--- config.mk ---
export PLATFORM = sky130hd
export DESIGN_NAME = integer_field_formatter_core
export DESIGN_NICKNAME = d
export VERILOG_FILES = /design/src/sv/iff_pkg.sv /design/src/sv/integer_field_formatter_core.sv /design/src/sv/iff_front.sv /design/src/sv/iff_queue.sv /design/src/sv/iff_back.sv
export SDC_FILE = /design/constraint.sdc
export NUM_CORES = 2
export LEC_CHECK = 0
export ABC_AREA = 0
export BUFFER_PORTS_ARGS = -buffer_cell sky130_fd_sc_hd__buf_4
export CELL_PAD_IN_SITES_DETAIL_PLACEMENT = 0
export CELL_PAD_IN_SITES_GLOBAL_PLACEMENT = 1
export CORE_UTILIZATION = 45
export CTS_BUF_LIST = sky130_fd_sc_hd__clkbuf_4
export DETAILED_ROUTE_END_ITERATION = 12
export MAX_ROUTING_LAYER = met4
export PLACE_DENSITY = 0.75
export SETUP_SLACK_MARGIN = 0.02
export SYNTH_ARGS = -nofsm -noshare
export SYNTH_HDL_FRONTEND = slang
export SYNTH_HIERARCHICAL = 1
export SYNTH_SLANG_ARGS = --single-unit
--- constraint.sdc ---
create_clock -name clk -period 9.6 [get_ports clk]
set_clock_uncertainty 0.15 [all_clocks]
set_input_delay 1.92 -clock clk [delete_from_list [all_inputs] [get_ports clk]]
set_output_delay 1.92 -clock clk [all_outputs]
set_load 0.02 [all_outputs]
--- src/sv/iff_pkg.sv ---
// Package: types, constants and character helper for the integer field formatter
`default_nettype none
package iff_pkg;
    localparam int DIGIT_SLOTS = 24;
    localparam int MAX_FIELD   = 63;
    localparam int QDEPTH      = 2;

    localparam logic [1:0] RADIX_OCT     = 2'd0;
    localparam logic [1:0] RADIX_DEC     = 2'd1;
    localparam logic [1:0] RADIX_HEX     = 2'd2;
    localparam logic [1:0] RADIX_HEX_ALT = 2'd3;

    // decimal digit steps: low and high estimate, then the fix-up
    localparam logic [1:0] DPH_LO  = 2'd0;
    localparam logic [1:0] DPH_HI  = 2'd1;
    localparam logic [1:0] DPH_FIX = 2'd2;

    typedef enum logic [2:0] {
        BS_IDLE,
        BS_CONV,
        BS_PADL,
        BS_SIGN,
        BS_PFX0,
        BS_PFXX,
        BS_ZERO,
        BS_DIGS
    } bs_t;

    // classified word passed from front to back
    typedef struct packed {
        logic [63:0] mag;
        logic [1:0]  radix;
        logic        lower;
        logic        left;
        logic        zp;
        logic [7:0]  sign_ch;
        logic        pfx0;
        logic        pfxx;
        logic [5:0]  width;
        logic [5:0]  prec;
    } job_t;

    function automatic logic [7:0] digit_char(input logic [3:0] d, input logic lower);
        logic [7:0] r;
        if (d < 4'd10)
            r = 8'h30 + {4'd0, d};
        else
            r = (lower ? 8'h61 : 8'h41) + {4'd0, d} - 8'd10;
        return r;
    endfunction
endpackage
`default_nettype wire

--- src/sv/integer_field_formatter_core.sv ---
// Integer field formatter: printf-style integer to ASCII character stream
// The back-end sequencer takes one queued item at a time and returns to idle after each;
// the receiver cannot stall. A two-word queue lets the front accept while the back emits.
// Asynchronous active-low reset empties the queue and idles the sequencer.
`default_nettype none
module integer_field_formatter_core
    import iff_pkg::*;
(
    input  wire logic        clk,
    input  wire logic        rst_n,
    input  wire logic        start,
    output logic             busy,
    input  wire logic [63:0] value,
    input  wire logic [1:0]  value_size,
    input  wire logic        is_signed,
    input  wire logic [1:0]  radix_sel,
    input  wire logic        lower_case,
    input  wire logic        left_justify,
    input  wire logic        show_plus,
    input  wire logic        show_space,
    input  wire logic        alt_prefix,
    input  wire logic        zero_pad,
    input  wire logic [5:0]  min_width,
    input  wire logic [5:0]  min_digits,
    output logic             strobe,
    output logic [7:0]       ch,
    output logic             last
);
    job_t fjob, qjob;
    logic qempty, qfull, pop;

    iff_front u_front (
        .value(value), .value_size(value_size), .is_signed(is_signed),
        .radix_sel(radix_sel), .lower_case(lower_case), .left_justify(left_justify),
        .show_plus(show_plus), .show_space(show_space), .alt_prefix(alt_prefix),
        .zero_pad(zero_pad), .min_width(min_width), .min_digits(min_digits),
        .job(fjob)
    );

    iff_queue u_queue (
        .clk(clk), .rst_n(rst_n), .push(start && !qfull), .din(fjob),
        .pop(pop), .dout(qjob), .empty(qempty), .full(qfull)
    );

    iff_back u_back (
        .clk(clk), .rst_n(rst_n), .q_empty(qempty), .q_job(qjob), .pop(pop),
        .strobe(strobe), .ch(ch), .last(last)
    );

    assign busy = qfull;
endmodule
`default_nettype wire

--- src/sv/iff_front.sv ---
// Front end: size/sign handling and classification into a job word
`default_nettype none
module iff_front
    import iff_pkg::*;
(
    input  wire logic [63:0] value,
    input  wire logic [1:0]  value_size,
    input  wire logic        is_signed,
    input  wire logic [1:0]  radix_sel,
    input  wire logic        lower_case,
    input  wire logic        left_justify,
    input  wire logic        show_plus,
    input  wire logic        show_space,
    input  wire logic        alt_prefix,
    input  wire logic        zero_pad,
    input  wire logic [5:0]  min_width,
    input  wire logic [5:0]  min_digits,
    output job_t             job
);
    logic [63:0] v;
    logic        neg;
    logic        hex;
    always_comb
    begin
        case (value_size)
            2'd0: v = is_signed ? {{56{value[7]}}, value[7:0]} : {56'd0, value[7:0]};
            2'd1: v = is_signed ? {{48{value[15]}}, value[15:0]} : {48'd0, value[15:0]};
            2'd2: v = is_signed ? {{32{value[31]}}, value[31:0]} : {32'd0, value[31:0]};
            default: v = value;
        endcase
        neg = is_signed & v[63];
        hex = (radix_sel != RADIX_OCT) && (radix_sel != RADIX_DEC);
        job.mag = neg ? (64'd0 - v) : v;
        job.radix = radix_sel;
        job.lower = lower_case;
        job.left = left_justify;
        job.zp = zero_pad & ~left_justify;
        if (neg)
            job.sign_ch = 8'h2d;
        else if (is_signed && show_plus)
            job.sign_ch = 8'h2b;
        else if (is_signed && show_space)
            job.sign_ch = 8'h20;
        else
            job.sign_ch = 8'h00;
        job.pfx0 = alt_prefix && (hex || ((radix_sel == RADIX_OCT) && (v != 64'd0)));
        job.pfxx = alt_prefix && hex;
        job.width = min_width;
        job.prec = min_digits;
    end
endmodule
`default_nettype wire

--- src/sv/iff_queue.sv ---
// Two-entry job queue between front and back
`default_nettype none
module iff_queue
    import iff_pkg::*;
(
    input  wire logic clk,
    input  wire logic rst_n,
    input  wire logic push,
    input  job_t      din,
    input  wire logic pop,
    output job_t      dout,
    output logic      empty,
    output logic      full
);
    job_t mem_reg [QDEPTH];
    logic wp_reg, wp_next, rp_reg, rp_next;
    logic [1:0] cnt_reg, cnt_next;

    always_comb
    begin
        wp_next = wp_reg ^ push;
        rp_next = rp_reg ^ pop;
        cnt_next = cnt_reg + {1'b0, push} - {1'b0, pop};
    end

    always_ff @(posedge clk)
    begin
        if (push)
            mem_reg[wp_reg] <= din;
    end

    always_ff @(posedge clk or negedge rst_n)
    begin
        if (!rst_n)
        begin
            wp_reg <= 1'b0;
            rp_reg <= 1'b0;
            cnt_reg <= 2'd0;
        end
        else
        begin
            wp_reg <= wp_next;
            rp_reg <= rp_next;
            cnt_reg <= cnt_next;
        end
    end

    assign dout = mem_reg[rp_reg];
    assign empty = (cnt_reg == 2'd0);
    assign full = (cnt_reg == 2'd2);
endmodule
`default_nettype wire

--- src/sv/iff_back.sv ---
// Back end: digit conversion, then character emission
`default_nettype none
module iff_back
    import iff_pkg::*;
(
    input  wire logic       clk,
    input  wire logic       rst_n,
    input  wire logic       q_empty,
    input  job_t            q_job,
    output logic            pop,
    output logic            strobe,
    output logic [7:0]      ch,
    output logic            last
);
    bs_t state_reg, state_next;
    job_t job_reg;
    logic [63:0] v_reg, v_next;
    logic [63:0] est_reg, est_next;
    logic [1:0] dph_reg, dph_next;
    logic [3:0] dig_mem [DIGIT_SLOTS];
    logic [4:0] n_reg, n_next;
    logic [5:0] cnt_reg, cnt_next;
    logic [5:0] w_reg;
    logic [5:0] pz_reg;
    logic [5:0] sent_reg, sent_next;
    logic [4:0] rd_reg, rd_next;
    logic [3:0] dv_reg;
    logic [63:0] q;
    logic [63:0] prod;
    logic [63:0] diff;
    logic [3:0] rem;
    logic       dstep;
    logic       dig_we;
    logic [5:0] p;
    logic [7:0] w_tot;
    logic       em;
    logic [7:0] c;
    logic       end_item;
    logic       pad_sp;
    logic       pad_zero;
    logic       dig_left;
    logic       pad_right;
    logic [7:0] total;

    // divide by base: shifts for 8 and 16; for 10 a reciprocal estimate in a low and a high
    // step, then multiply back and correct by one
    always_comb
    begin
        q = v_reg;
        rem = 4'd0;
        prod = 64'd0;
        diff = 64'd0;
        est_next = est_reg;
        dstep = 1'b1;
        case (job_reg.radix)
            RADIX_OCT:
            begin
                q = v_reg >> 3;
                rem = {1'b0, v_reg[2:0]};
            end
            RADIX_DEC:
            begin
                case (dph_reg)
                    DPH_LO:
                    begin
                        dstep = 1'b0;
                        est_next = (v_reg >> 1) + (v_reg >> 2);
                        est_next = est_next + (est_next >> 4);
                    end
                    DPH_HI:
                    begin
                        dstep = 1'b0;
                        est_next = est_reg + (est_reg >> 8);
                        est_next = est_next + (est_next >> 16);
                        est_next = est_next + (est_next >> 32);
                    end
                    default:
                    begin
                        q = est_reg >> 3;
                        prod = (q << 3) + (q << 1);
                        diff = v_reg - prod;
                        if (diff > 64'd9)
                        begin
                            q = q + 64'd1;
                            rem = 4'(diff - 64'd10);
                        end
                        else
                            rem = 4'(diff);
                    end
                endcase
            end
            default:
            begin
                q = v_reg >> 4;
                rem = v_reg[3:0];
            end
        endcase
    end

    always_ff @(posedge clk)
    begin
        if (dig_we)
            dig_mem[n_reg] <= rem;
        dv_reg <= dig_mem[rd_next];
    end

    always_comb
    begin
        p = (job_reg.prec > {1'b0, n_next}) ? job_reg.prec : {1'b0, n_next};
        w_tot = {2'd0, job_reg.width} - {7'd0, (job_reg.sign_ch != 8'h00)}
              - {7'd0, job_reg.pfx0} - {7'd0, job_reg.pfxx} - {2'd0, p};
    end

    assign pad_sp = !job_reg.left && !job_reg.zp && (cnt_reg < w_reg);
    assign pad_zero = (cnt_reg < pz_reg);
    assign dig_left = (rd_reg != 5'h1f) && (cnt_reg == 6'd0);
    assign pad_right = job_reg.left && ((cnt_reg - 6'd1) < w_reg);

    // next state
    always_comb
    begin
        state_next = state_reg;
        v_next = v_reg;
        n_next = n_reg;
        cnt_next = cnt_reg;
        rd_next = rd_reg;
        dph_next = dph_reg;
        case (state_reg)
            BS_IDLE:
            begin
                dph_next = DPH_LO;
                if (!q_empty)
                begin
                    v_next = q_job.mag;
                    n_next = 5'd0;
                    state_next = BS_CONV;
                end
            end
            BS_CONV:
            begin
                if (dstep)
                begin
                    v_next = q;
                    n_next = n_reg + 5'd1;
                    dph_next = DPH_LO;
                    if ((q == 64'd0) || (n_reg == 5'(DIGIT_SLOTS - 1)))
                    begin
                        state_next = BS_PADL;
                        cnt_next = 6'd0;
                    end
                end
                else
                    dph_next = dph_reg + 2'd1;
            end
            BS_PADL:
            begin
                rd_next = n_reg - 5'd1;
                if (pad_sp)
                    cnt_next = cnt_reg + 6'd1;
                else
                    state_next = BS_SIGN;
            end
            BS_SIGN: state_next = BS_PFX0;
            BS_PFX0: state_next = BS_PFXX;
            BS_PFXX:
            begin
                state_next = BS_ZERO;
                cnt_next = 6'd0;
            end
            BS_ZERO:
            begin
                if (pad_zero)
                    cnt_next = cnt_reg + 6'd1;
                else
                begin
                    state_next = BS_DIGS;
                    cnt_next = 6'd0;
                end
            end
            BS_DIGS:
            begin
                if (dig_left)
                begin
                    if (rd_reg == 5'd0)
                        cnt_next = 6'd1;
                    else
                        rd_next = rd_reg - 5'd1;
                end
                else if (pad_right)
                    cnt_next = cnt_reg + 6'd1;
                else
                    state_next = BS_IDLE;
            end
            default: state_next = BS_IDLE;
        endcase
    end

    // outputs
    always_comb
    begin
        pop = 1'b0;
        dig_we = 1'b0;
        em = 1'b0;
        c = 8'h20;
        case (state_reg)
            BS_IDLE: pop = !q_empty;
            BS_CONV: dig_we = dstep;
            BS_PADL: em = pad_sp;
            BS_SIGN:
            begin
                em = (job_reg.sign_ch != 8'h00);
                c = job_reg.sign_ch;
            end
            BS_PFX0:
            begin
                em = job_reg.pfx0;
                c = 8'h30;
            end
            BS_PFXX:
            begin
                em = job_reg.pfxx;
                c = job_reg.lower ? 8'h78 : 8'h58;
            end
            BS_ZERO:
            begin
                em = pad_zero;
                c = 8'h30;
            end
            BS_DIGS:
            begin
                if (dig_left)
                begin
                    em = 1'b1;
                    c = digit_char(dv_reg, job_reg.lower);
                end
                else
                    em = pad_right;
            end
            default: em = 1'b0;
        endcase
    end

    // total-length bookkeeping: last marks final char or the MAX_FIELD cut
    always_comb
    begin
        sent_next = sent_reg;
        end_item = 1'b0;
        if (state_reg == BS_IDLE)
            sent_next = 6'd0;
        else if (em)
            sent_next = sent_reg + 6'd1;
        if (em && (sent_reg == 6'(MAX_FIELD - 1)))
            end_item = 1'b1;
    end

    // lookahead for last: total = space pad + sign + pfx + zeros + n (zeros hold zero pad)
    always_comb
    begin
        total = {2'd0, (job_reg.zp ? 6'd0 : w_reg)} + {7'd0, (job_reg.sign_ch != 8'h00)}
              + {7'd0, job_reg.pfx0} + {7'd0, job_reg.pfxx} + {2'd0, pz_reg}
              + {3'd0, n_reg};
    end

    always_ff @(posedge clk)
    begin
        if (pop)
            job_reg <= q_job;
        v_reg <= v_next;
        est_reg <= est_next;
        rd_reg <= rd_next;
        if (state_reg == BS_CONV && state_next == BS_PADL)
        begin
            w_reg <= w_tot[7] ? 6'd0 : w_tot[5:0];
            pz_reg <= ((job_reg.prec > {1'b0, n_next}) ? (job_reg.prec - {1'b0, n_next}) : 6'd0);
        end
        else if (state_reg == BS_PADL && state_next == BS_SIGN && job_reg.zp)
            pz_reg <= pz_reg + w_reg;
        ch <= c;
        last <= em && (end_item || ({2'd0, sent_reg} == total - 8'd1));
    end

    always_ff @(posedge clk or negedge rst_n)
    begin
        if (!rst_n)
        begin
            state_reg <= BS_IDLE;
            n_reg <= 5'd0;
            cnt_reg <= 6'd0;
            sent_reg <= 6'd0;
            dph_reg <= DPH_LO;
            strobe <= 1'b0;
        end
        else
        begin
            state_reg <= (em && end_item) ? BS_IDLE : state_next;
            n_reg <= n_next;
            cnt_reg <= cnt_next;
            sent_reg <= sent_next;
            dph_reg <= dph_next;
            strobe <= em;
        end
    end
endmodule
`default_nettype wire

==> reports/metrics.cfg <==
[outcome]
status=complete, but fails checks
violations=setup timing

[timing]
max_slew.worst_pin.slew_ns=1.25
finalCritPeriodShare_pct=100
fin_ws_ns=-0.0207
maxSlewViolCount=0
final.min_clock_period_ns=9.62
rsz0062_at_grt=true
finalSetupViolCount=2
relSlewSlack_pct=16.0
tns_ns=-0.0393
fmax_mhz=104
hold_viol_final=0

[placement]
gp_congestion=1.00
io_buffers=100
dp_hpwl_um=140000

[clock_network]
cts_made_buffers=138
htree_num_levels=4
worstSkewPairLatency_ns=1.05
cts_sinks=490
cts_buffer_depth=3
cts_tree=built
root_buffer=clkbuf_4
clk_pin_slew_worst_paths_ns=0.07

[floorplanning]
chipWidth_um=327
initial_core_util_pct=45.7
fp.dieH_um=327
io_pins=101
coreArea_um2=104000
die-area_um2=107000
fp-row-count=118

[setup_path]
r2r_setup_slack_ns=-0.02
critPathCaptureType=flop
crit_slowest_cell=edfxtp_1
crit_path_start_kind=flop
required_ns=10.17
critPathBufInv=4
path_class=flop to flop
crit_arrival_ns=10.19
crit_fanout=3
cp_top_family=compound AO/OA/AOI/OAI gates
slowest_delay_ns=0.42

[routing]
wl_um=176000
wire_per_inst_um=23.9
drt_iter0_drc=4607
ant_nets=0
drtPass1Iterations=5
vias=44400
drc=0
vias_per_cell=6.02

[logic_synthesis]
syn_inst=5425
asyncSetResetFlopFracSynth_pct=5.51
syn_area_um2=47600
yosys_warnings=6
yosys_register_bits=490
seq_area_frac_synth_pct=30.3
synth_edf_count=445
yosysUniqueCellTypes=104
postSynthAreaPerCell_um2=8.77
synth_ff_type=edfxtp_1

[global_routing]
track_usage_pct=33.1
grt_max_degree=134
overflow=0
grt_pass1_wl_um=262000
grt_pass1_vias=41700
grt_antenna_before_repair=6

[min_path]
hp-class=flop to flop

[cells_and_area]
fin_nets=6450
final_layout_size_suffix_gt1_share_pct=17.7
largest_reg_flops=182
syn_to_final_growth_pct=15.6

[flow_run]
drv_cap=0

[worst paths after layout]
check / depth (start not counted) / end / startpoint
max: 47 / u_back/est_reg[62] / u_back/est_reg[12]
min: 1 / u_back/ch[7] / u_back/job_reg[21]
min in group asynchronous: 1 / u_back/sent_reg[2] / rst_n
max in group asynchronous: 1 / u_queue/rp_reg / rst_n
min reg2reg: 1 / u_back/ch[7] / u_back/job_reg[21]
max reg2reg: 47 / u_back/est_reg[62] / u_back/est_reg[12]
[metal layers]
layer	share of wire (%)	global-route usage [%]
met1	47	47.2
met4	2.5	8.68
met2	43	47.3
met3	8.2	6.69
met5	0	-
[metrics by stage]
step | instances | utilization (%) | setup slack (ns) | hold slack, ns | instance area, µm²
after floorplan | 5427 | - | 0.283 | 0.294 | 47600
after global placement | 7101 | 50.2 | -0.387 | 0.338 | 52300
after detailed placement | 7101 | 50.2 | -0.546 | 0.331 | 52300
after CTS | 7343 | 52.1 | 0.0291 | 0.354 | 54300
after global routing | 7371 | 52.8 | -0.247 | 0.381 | 55000
final | 7372 | 52.8 | -0.0207 | 0.361 | 55000
[layout by cell type (no fill, tap or decap), types with 39 or more instances in the layout]
cell        n
a211oi_1   44
a21o_1    200
a21oi_1   445
a31oi_1    80
and2_1     44
and3_1     67
buf_4     543
clkbuf_4  188
edfxtp_1  445
fa_1       75
ha_1      388
inv_1     251
mux2_4     80
mux2i_1    44
nand2_1   546
nand2b_1   95
nand3_1   148
nand4_1   106
nor2_1    417
nor2b_1    85
nor3_1    101
nor4_1     39
o21a_1     67
o21ai_0   294
o21bai_1   43
xnor2_1   274
xor2_1    130
[area by class of cell]
type                       count  area (µm²)
sequential                   490       14400
tap                         1380        1730
timing repair buffer         552        4230
clock buffer                 188        1410
inverter                     259         972
multi-input combinational   4446       31900
clock inverter                46         312
fill                       10100       49200
antenna                       11        27.5
[Yosys cell counts (all sizes together), types with 106 or more instances]
library cell  number  area (µm²)
clkbuf           175         657
xnor2            286        2500
edfxtp           445       13400
nor2             431        1620
o21ai            336        1680
inv              257         965
a21oi            466        2340
ha               397        4970
nand4            106         663
nor3             106         531
nand3            155         776
xor2             133        1160
nand2            552        2070
a21o             201        1520
[cell families after synthesis]
| kind of cell | count (synthesis) | share of synthesized area (%) |
|---|---|---|
| simple gates | 1829 | 18.6 |
| compound gates | 1570 | 21.2 |
| buf+inv | 491 | 4.36 |
| flops | 490 | 30.3 |
| fa+ha+maj | 473 | 13.6 |
| xor+xnor | 420 | 7.76 |
| mux | 151 | 4.21 |
| other cells | 1 | 0.00788 |
[what timing repair did]
item / 4_1_cts / 5_1_grt
gates resized for setup: 39 / 129
pin swaps: 16 / 93
hold buffers: 0 / 0
cloned: 0 / 0
endpoints found under the setup margin: 33 / 45
buffers inserted: 8 / 21
Power is left out: the tool's default activity adds up to more than one toggle a clock period on the data nets, which glitch-free logic cannot reach.
